$ cat src/rtl/core/sha1s_pkg.sv
`timescale 1ns / 1ps

package sha1s_pkg;

   // input item kinds
   localparam logic [1:0] KIND_DATA = 2'd0;
   localparam logic [1:0] KIND_LAST = 2'd1;
   localparam logic [1:0] KIND_END  = 2'd2;

   // round constants
   localparam logic [31:0] K_0 = 32'h5A827999;
   localparam logic [31:0] K_1 = 32'h6ED9EBA1;
   localparam logic [31:0] K_2 = 32'h8F1BBCDC;
   localparam logic [31:0] K_3 = 32'hCA62C1D6;

   // initial hash values
   localparam logic [31:0] H_INIT [5] = '{
      32'h67452301, 32'hEFCDAB89, 32'h98BADCFE, 32'h10325476, 32'hC3D2E1F0
   };

   localparam logic [7:0] PAD_BYTE   = 8'h80;
   localparam int         ROUNDS     = 80;
   localparam int         DIGEST_WDS = 5;

   // controller to datapath
   typedef struct packed {
      logic       absorb;     // message byte from the request port
      logic       pad;        // padding byte
      logic       pad_first;  // padding byte is the 0x80 marker
      logic       round;      // one compression round
      logic       fold;       // add working vars into the hash words
      logic       clear;      // back to initial state after a digest
      logic [6:0] round_idx;
      logic [2:0] out_index;
   } cmd_type;

   // datapath to controller
   typedef struct packed {
      logic block_full;  // next byte written completes the block
      logic final_blk;   // current padding block carries the length
   } status_type;

endpackage

$ cat src/rtl/core/sha1s_ctrl.sv
`timescale 1ns / 1ps

module sha1s_ctrl (
   input  logic                  clock,
   input  logic                  reset,
   input  logic                  req_valid,
   output logic                  req_ready,
   input  logic [1:0]            req_kind,
   output logic                  rsp_valid,
   input  logic                  rsp_ready,
   output logic [2:0]            rsp_word_index,
   output logic                  rsp_last_word,
   input  sha1s_pkg::status_type status,
   output sha1s_pkg::cmd_type    cmd
);

   localparam logic [2:0] ST_IDLE = 3'd0;
   localparam logic [2:0] ST_COMP = 3'd1;
   localparam logic [2:0] ST_FOLD = 3'd2;
   localparam logic [2:0] ST_PAD  = 3'd3;
   localparam logic [2:0] ST_OUT  = 3'd4;

   localparam logic [6:0] LAST_ROUND = 7'(sha1s_pkg::ROUNDS - 1);
   localparam logic [2:0] LAST_IDX   = 3'(sha1s_pkg::DIGEST_WDS - 1);

   logic [2:0] state_ff, state_in;
   logic [2:0] after_ff, after_in;
   logic [6:0] round_ff, round_in;
   logic [2:0] idx_ff, idx_in;
   logic       first_ff, first_in;

   // next state and commands
   always_comb begin
      state_in      = state_ff;
      after_in      = after_ff;
      round_in      = round_ff;
      idx_in        = idx_ff;
      first_in      = first_ff;
      cmd           = '0;
      cmd.round_idx = round_ff;
      cmd.out_index = idx_ff;
      req_ready     = 1'b0;
      rsp_valid     = 1'b0;
      unique case (state_ff)
         ST_IDLE: begin
            req_ready = 1'b1;
            if (req_valid) begin
               case (req_kind)
                  sha1s_pkg::KIND_DATA, sha1s_pkg::KIND_LAST: begin
                     cmd.absorb = 1'b1;
                     if (req_kind == sha1s_pkg::KIND_LAST) begin
                        first_in = 1'b1;
                     end
                     if (status.block_full) begin
                        state_in = ST_COMP;
                        round_in = '0;
                        after_in = (req_kind == sha1s_pkg::KIND_LAST) ? ST_PAD : ST_IDLE;
                     end else if (req_kind == sha1s_pkg::KIND_LAST) begin
                        state_in = ST_PAD;
                     end
                  end
                  sha1s_pkg::KIND_END: begin
                     first_in = 1'b1;
                     state_in = ST_PAD;
                  end
                  default: ;  // undefined kind: dropped
               endcase
            end
         end
         ST_COMP: begin
            cmd.round = 1'b1;
            round_in  = round_ff + 7'd1;
            if (round_ff == LAST_ROUND) begin
               state_in = ST_FOLD;
            end
         end
         ST_FOLD: begin
            cmd.fold = 1'b1;
            idx_in   = '0;
            state_in = after_ff;
         end
         ST_PAD: begin
            cmd.pad       = 1'b1;
            cmd.pad_first = first_ff;
            first_in      = 1'b0;
            if (status.block_full) begin
               state_in = ST_COMP;
               round_in = '0;
               after_in = status.final_blk ? ST_OUT : ST_PAD;
            end
         end
         ST_OUT: begin
            rsp_valid = 1'b1;
            if (rsp_ready) begin
               idx_in = idx_ff + 3'd1;
               if (idx_ff == LAST_IDX) begin
                  cmd.clear = 1'b1;
                  state_in  = ST_IDLE;
               end
            end
         end
         default: state_in = ST_IDLE;
      endcase
   end

   assign rsp_word_index = idx_ff;
   assign rsp_last_word  = (idx_ff == LAST_IDX);

   // control registers
   always_ff @(posedge clock) begin
      if (reset) begin
         state_ff <= ST_IDLE;
         after_ff <= ST_IDLE;
         round_ff <= '0;
         idx_ff   <= '0;
         first_ff <= 1'b0;
      end else begin
         state_ff <= state_in;
         after_ff <= after_in;
         round_ff <= round_in;
         idx_ff   <= idx_in;
         first_ff <= first_in;
      end
   end

endmodule

$ cat src/rtl/core/sha1s_dp.sv
`timescale 1ns / 1ps

module sha1s_dp (
   input  logic                  clock,
   input  logic                  reset,
   input  sha1s_pkg::cmd_type    cmd,
   input  logic [7:0]            req_data_byte,
   output sha1s_pkg::status_type status,
   output logic [31:0]           digest_word
);

   logic [31:0] h_ff [5];
   logic [31:0] h_in [5];
   logic [63:0] bit_cnt_ff, bit_cnt_in;
   logic [5:0]  fill_ff, fill_in;
   logic        len_ok_ff, len_ok_in;
   logic [23:0] word_ff;
   logic [31:0] sched_ff [16];
   logic [31:0] a_ff, b_ff, c_ff, d_ff, e_ff;

   logic        wr_byte;
   logic [7:0]  byte_val;
   logic [7:0]  len_byte;
   logic [31:0] f_val, k_val, t_val, w_new;

   assign wr_byte = cmd.absorb | cmd.pad;

   // length byte for fill positions 56..63, most significant first
   assign len_byte = bit_cnt_ff[{~fill_ff[2:0], 3'b000} +: 8];

   // byte entering the block
   always_comb begin
      if (cmd.absorb) begin
         byte_val = req_data_byte;
      end else if (cmd.pad_first) begin
         byte_val = sha1s_pkg::PAD_BYTE;
      end else if (len_ok_ff && (fill_ff[5:3] == 3'b111)) begin
         byte_val = len_byte;
      end else begin
         byte_val = 8'h00;
      end
   end

   // the length flag is set only while padding; a marker at position 63 never carries it
   assign status.block_full = (fill_ff == 6'd63);
   assign status.final_blk  = len_ok_ff;

   // round function and constant by round group
   always_comb begin
      if (cmd.round_idx < 7'd20) begin
         f_val = (b_ff & c_ff) | (~b_ff & d_ff);
         k_val = sha1s_pkg::K_0;
      end else if (cmd.round_idx < 7'd40) begin
         f_val = b_ff ^ c_ff ^ d_ff;
         k_val = sha1s_pkg::K_1;
      end else if (cmd.round_idx < 7'd60) begin
         f_val = (b_ff & c_ff) | (b_ff & d_ff) | (c_ff & d_ff);
         k_val = sha1s_pkg::K_2;
      end else begin
         f_val = b_ff ^ c_ff ^ d_ff;
         k_val = sha1s_pkg::K_3;
      end
   end

   assign t_val = {a_ff[26:0], a_ff[31:27]} + f_val + e_ff + k_val + sched_ff[0];

   // message schedule expansion from the sliding 16-word window
   always_comb begin
      logic [31:0] x;
      x     = sched_ff[13] ^ sched_ff[8] ^ sched_ff[2] ^ sched_ff[0];
      w_new = {x[30:0], x[31]};
   end

   // control-side state: hash words, counters
   always_comb begin
      for (int i = 0; i < 5; i++) begin
         h_in[i] = h_ff[i];
      end
      bit_cnt_in = bit_cnt_ff;
      fill_in    = fill_ff;
      len_ok_in  = len_ok_ff;
      if (cmd.fold) begin
         h_in[0] = h_ff[0] + a_ff;
         h_in[1] = h_ff[1] + b_ff;
         h_in[2] = h_ff[2] + c_ff;
         h_in[3] = h_ff[3] + d_ff;
         h_in[4] = h_ff[4] + e_ff;
      end
      if (wr_byte) begin
         fill_in = fill_ff + 6'd1;
      end
      if (cmd.absorb) begin
         bit_cnt_in = bit_cnt_ff + 64'd8;
      end
      if (cmd.pad && (fill_ff == 6'd63)) begin
         len_ok_in = 1'b1;
      end else if (cmd.pad_first) begin
         len_ok_in = (fill_ff < 6'd56);
      end
      if (cmd.clear) begin
         for (int i = 0; i < 5; i++) begin
            h_in[i] = sha1s_pkg::H_INIT[i];
         end
         bit_cnt_in = '0;
         fill_in    = '0;
         len_ok_in  = 1'b0;
      end
   end

   always_ff @(posedge clock) begin
      if (reset) begin
         for (int i = 0; i < 5; i++) begin
            h_ff[i] <= sha1s_pkg::H_INIT[i];
         end
         bit_cnt_ff <= '0;
         fill_ff    <= '0;
         len_ok_ff  <= 1'b0;
      end else begin
         h_ff       <= h_in;
         bit_cnt_ff <= bit_cnt_in;
         fill_ff    <= fill_in;
         len_ok_ff  <= len_ok_in;
      end
   end

   // byte packing, schedule window and working variables
   always_ff @(posedge clock) begin
      if (wr_byte) begin
         word_ff <= {word_ff[15:0], byte_val};
         if (fill_ff[1:0] == 2'd3) begin
            for (int i = 0; i < 15; i++) begin
               sched_ff[i] <= sched_ff[i + 1];
            end
            sched_ff[15] <= {word_ff, byte_val};
         end
         if (fill_ff == 6'd63) begin
            a_ff <= h_ff[0];
            b_ff <= h_ff[1];
            c_ff <= h_ff[2];
            d_ff <= h_ff[3];
            e_ff <= h_ff[4];
         end
      end else if (cmd.round) begin
         for (int i = 0; i < 15; i++) begin
            sched_ff[i] <= sched_ff[i + 1];
         end
         sched_ff[15] <= w_new;
         a_ff <= t_val;
         b_ff <= a_ff;
         c_ff <= {b_ff[1:0], b_ff[31:2]};
         d_ff <= c_ff;
         e_ff <= d_ff;
      end
   end

   // digest word select
   always_comb begin
      case (cmd.out_index)
         3'd0:    digest_word = h_ff[0];
         3'd1:    digest_word = h_ff[1];
         3'd2:    digest_word = h_ff[2];
         3'd3:    digest_word = h_ff[3];
         default: digest_word = h_ff[4];
      endcase
   end

endmodule

$ cat src/rtl/core/sha1_stream_hash_top.sv
`timescale 1ns / 1ps

// SHA-1 hasher fed one message byte per transaction. kind 0 is a data byte,
// kind 1 a data byte that ends the message, kind 2 ends the message with no
// byte (empty messages allowed); kind 3 is accepted and ignored. Every 64th
// byte starts the compression, which runs one round per cycle on a single
// round unit: 80 rounds, then a fold into the hash words, during which no
// request is taken. At the end of a message the padding is generated one
// byte per cycle through the same byte path, pausing while a full block is
// compressed (up to 64 bytes for one block, up to 72 when the length spills
// into a second block); each padded block is compressed in turn. Then the
// five digest words appear on the response channel, index 0 first, and the
// hasher returns to its initial state. Requests are taken only while no
// message end or compression is in progress.
module sha1_stream_hash_top (
   input  logic        clock,
   input  logic        reset,
   input  logic        req_valid,
   output logic        req_ready,
   input  logic [1:0]  req_kind,
   input  logic [7:0]  req_data_byte,
   output logic        rsp_valid,
   input  logic        rsp_ready,
   output logic [31:0] rsp_digest_word,
   output logic [2:0]  rsp_word_index,
   output logic        rsp_last_word
);

   sha1s_pkg::cmd_type    cmd;
   sha1s_pkg::status_type status;

   sha1s_ctrl u_ctrl (
      .clock          (clock),
      .reset          (reset),
      .req_valid      (req_valid),
      .req_ready      (req_ready),
      .req_kind       (req_kind),
      .rsp_valid      (rsp_valid),
      .rsp_ready      (rsp_ready),
      .rsp_word_index (rsp_word_index),
      .rsp_last_word  (rsp_last_word),
      .status         (status),
      .cmd            (cmd)
   );

   sha1s_dp u_dp (
      .clock         (clock),
      .reset         (reset),
      .cmd           (cmd),
      .req_data_byte (req_data_byte),
      .status        (status),
      .digest_word   (rsp_digest_word)
   );

`ifndef ASSERT_OFF
   // requests and digest output never overlap
   a_no_overlap: assert property (@(posedge clock) disable iff (reset)
      !(req_ready && rsp_valid))
      else $error("request and response channels active together");

   // after the last digest word the hasher is ready for a new message
   a_ready_after_digest: assert property (@(posedge clock) disable iff (reset)
      (rsp_valid && rsp_ready && rsp_last_word) |=> req_ready)
      else $error("not ready after final digest word");

   // only one datapath operation per cycle
   a_one_op: assert property (@(posedge clock) disable iff (reset)
      $onehot0({cmd.absorb, cmd.pad, cmd.round, cmd.fold, cmd.clear}))
      else $error("conflicting datapath commands");
`endif

endmodule
$ cat config.mk
export PLATFORM = sky130hd
export DESIGN_NAME = sha1_stream_hash_top
export DESIGN_NICKNAME = d
export VERILOG_FILES = /design/src/rtl/core/sha1s_pkg.sv /design/src/rtl/core/sha1s_ctrl.sv /design/src/rtl/core/sha1s_dp.sv /design/src/rtl/core/sha1_stream_hash_top.sv
export SDC_FILE = /design/constraint.sdc
export NUM_CORES = 2
export LEC_CHECK = 0
export BUFFER_PORTS_ARGS = -buffer_cell sky130_fd_sc_hd__buf_2
export CAP_MARGIN = 20
export CORE_MARGIN = 2
export CORE_UTILIZATION = 52
export DETAILED_ROUTE_END_ITERATION = 8
export PLACE_DENSITY = 0.73
export SLEW_MARGIN = 30
export SYNTH_ARGS = -nofsm -noshare
export SYNTH_HDL_FRONTEND = slang
export SYNTH_SLANG_ARGS = --single-unit
export TNS_END_PERCENT = 30
$ cat constraint.sdc
create_clock -name clock -period 43.9 [get_ports clock]
set_clock_uncertainty 0.1 [all_clocks]
set_input_delay 6.585 -clock clock [delete_from_list [all_inputs] [get_ports clock]]
set_output_delay 6.585 -clock clock [all_outputs]
set_load 0.1 [all_outputs]
==> flow_summary.json <==
{
  "status": "finished, final reports clean",
  "fin_crit_ps": 11610,
  "num_io_pins": 52,
  "clock_path_buffers": 3,
  "yosys_warnings": 0,
  "dieArea_um2": 94300,
  "h-tree-depth": 3,
  "via_count": 33200,
  "grt_max_degree": 203,
  "worstReg2RegEnd": "u_dp.a_ff[31]",
  "min_path_type": "reg2reg",
  "hold_violations": 0,
  "hold_path_depth": 0,
  "critPathKind": "in2reg",
  "syn_to_final_growth_pct": 10.4,
  "track_usage_pct": 24.9,
  "hold_end": "u_dp.sched_ff[10][22]",
  "synth_xor_area_share_pct": 5.34,
  "fin_crit_sh_pct": 26.4,
  "clk_latency_ps": 690,
  "synthTopCellsByCount": "nand2_1 (708), edfxtp_1 (696), nor2_1 (258)",
  "antenna_left": 0,
  "yosys.area_share.simple_pct": 13.0,
  "rr_worst_depth": 27,
  "critical_path_required_ps": 44100,
  "cts_tree": "done",
  "drt-vias-per-instance": 5.92,
  "synth_compound_area_share_pct": 12.4,
  "wl_per_cell_um": 21.0,
  "drc": 0,
  "yosys.area.top_type_share_pct": 43.8,
  "r2r_slack_ps": 35570,
  "fillCellCount": 7447,
  "first_pass_iters": 6,
  "synth.distinct_cells": 80,
  "drive_above_1_share_pct": 7.01,
  "die_x_um": 307,
  "rsz0062_at_grt": "false",
  "r2r-start": "u_ctrl.round_ff[5]",
  "yosysMostFrequentCell": "nand2_1",
  "cts_made_buffers": 96,
  "ys.flop_type": "edfxtp_1",
  "slew_headroom_pct": 34.0,
  "port_buffers": 51,
  "synthAdderAreaFrac_pct": 11.2,
  "synth.area.top_cells": "edfxtp_1 (44%), dfxtp_1 (10%), ha_1 (6.0%)",
  "muxShareOfSynthArea_pct": 0.996,
  "synth_area_um2": 47700,
  "die_h_um": 307,
  "initial_core_util_pct": 52.2,
  "synth_top_family_by_area": "simple AND/OR/NAND/NOR gates",
  "drtIter0Drc": 3291,
  "antenna_found_initial": 3,
  "cts_resized": 0,
  "clk_pin_slew_worst_paths_ps": 70,
  "num_rows": 111,
  "dp_hpwl_um": 82000,
  "synthCells": 4314,
  "grt_pass1_vias": 31700,
  "synth_edf_count": 696,
  "routabilityCongestion": 0.937,
  "slew_violations": 0,
  "cp-start-kind": "primary input",
  "fp.coreArea_um2": 91400,
  "cap_violations": 0,
  "worst_slew_pin_slew_ps": 988,
  "antenna_cells": 0,
  "finalWirelength_um": 118000,
  "worstPathMaxFanout": 117,
  "grt_pass1_wl_um": 181000,
  "grt_overflow": 0,
  "tns_ps": 0,
  "endpoint_kind": "flop",
  "syn_area_per_cell_um2": 11.1,
  "yosys.area.top_type": "edfxtp_1",
  "cts_hold_buf": 0,
  "final-setup-viol-count": 0,
  "ys_ff_latch": 940,
  "cts_setup_buffers": 0,
  "clock-sinks": 940,
  "fmax_mhz": 86.2,
  "crit_arrival_ps": 11810,
  "clk_root_buffer_cell": "clkbuf_16",
  "finalNetCount": 4705,
  "ys_seq_area_share_pct": 54.0,
  "synth_nets": 4680,
  "async_reset_ff_share_pct": 0,
  "hp-start": "u_dp.sched_ff[11][22]"
}
per-layer routing:
layer | share of wire [%] | global-route usage [%]
met3 | 8.1 | 3.78
met2 | 44 | 37.9
met5 | 0.025 | 0
met1 | 43 | 36.0
met4 | 4.3 | 10.1
state kept, by name, indices dropped and copies added (netlist names), 32 cells and up:
name and count:
u_dp.sched_ff 512, u_dp.h_ff 160, u_dp.bit_cnt_ff 61, u_dp.a_ff 32, u_dp.b_ff 32, u_dp.c_ff 32
u_dp.d_ff 32, u_dp.e_ff 32
layout by cell type, fill, tap and decap left out, drive strengths merged, types with 16 or more instances in the layout:
cell    instances
edfxtp        696
or3            37
a31oi          55
o21bai         23
nand2         709
nand3          81
fa            124
nor2b          60
a22oi          69
o21ai         212
clkbuf        115
a211oi         28
bufinv         16
nor2          259
xor2          102
o21a           26
xnor2         189
dfxtp         244
ha            228
inv           230
clkinv         37
o32ai          23
mux2i          16
nor3           59
nand2b         37
a21o           80
a21oi         247
buf            90
nand4          35
and3           27
o211ai         59
critical path, cell delays in order:
cell,delay [ps]
buf_2,130
nor4b_4,300
nor2b_2,540
nor2_4,30
buf_4,360
inv_6,610
and2_2,270
nand2b_4,470
buf_4,700
buf_6,630
buf_12,450
buf_16,430
through the flow:
step	hold slack, ps	std cells	util, %	setup WS, ps	area, um2
2_1_floorplan	300	4314	-	22850	47700
3_3_place_gp	300	5425	53.9	30890	49200
6_report	291	5609	57.7	32290	52700
3_5_place_dp	305	5426	53.9	31170	49200
4_1_cts	294	5608	57.6	31960	52700
5_1_grt	306	5609	57.7	31890	52700
worst max path at each step:
stage / start / to / slack [ps] / depth (start not counted)
after global placement: req_valid / u_dp.sched_ff[0][29] / 30890 / 11
after detailed placement: req_valid / u_dp.sched_ff[1][29] / 31170 / 11
after global routing: req_valid / u_dp.sched_ff[6][14] / 31890 / 12
final: req_valid / u_dp.sched_ff[6][17] / 32290 / 12
after CTS: req_valid / u_dp.sched_ff[0][29] / 31960 / 11
after floorplan: req_valid / u_dp.sched_ff[0][0] / 22850 / 7
kinds of logic (layout without fill, tap and decap cells):
logic type                 Yosys count  after routing
muxes                               31             31
AOI/OAI and AO/OA                  928            928
buffers and inverters              391            500
adders and majority gates          352            352
and+or+nand+nor                   1381           1381
xor gates and xnor gates           291            291
DFF                                940            940
cell type report:
cell class,instances,area (um2),area share [%]
clock buffer,115,2560,4.85
clock inverter,67,875,1.66
inverter,228,868,1.65
multi-input combinational,2983,20500,38.9
sequential,940,25800,48.9
tap,1186,1480,2.81
timing repair buffer,90,621,1.18
Power is left out: the tool's default activity adds up to more than one toggle a clock period on the data nets, which glitch-free logic cannot reach.
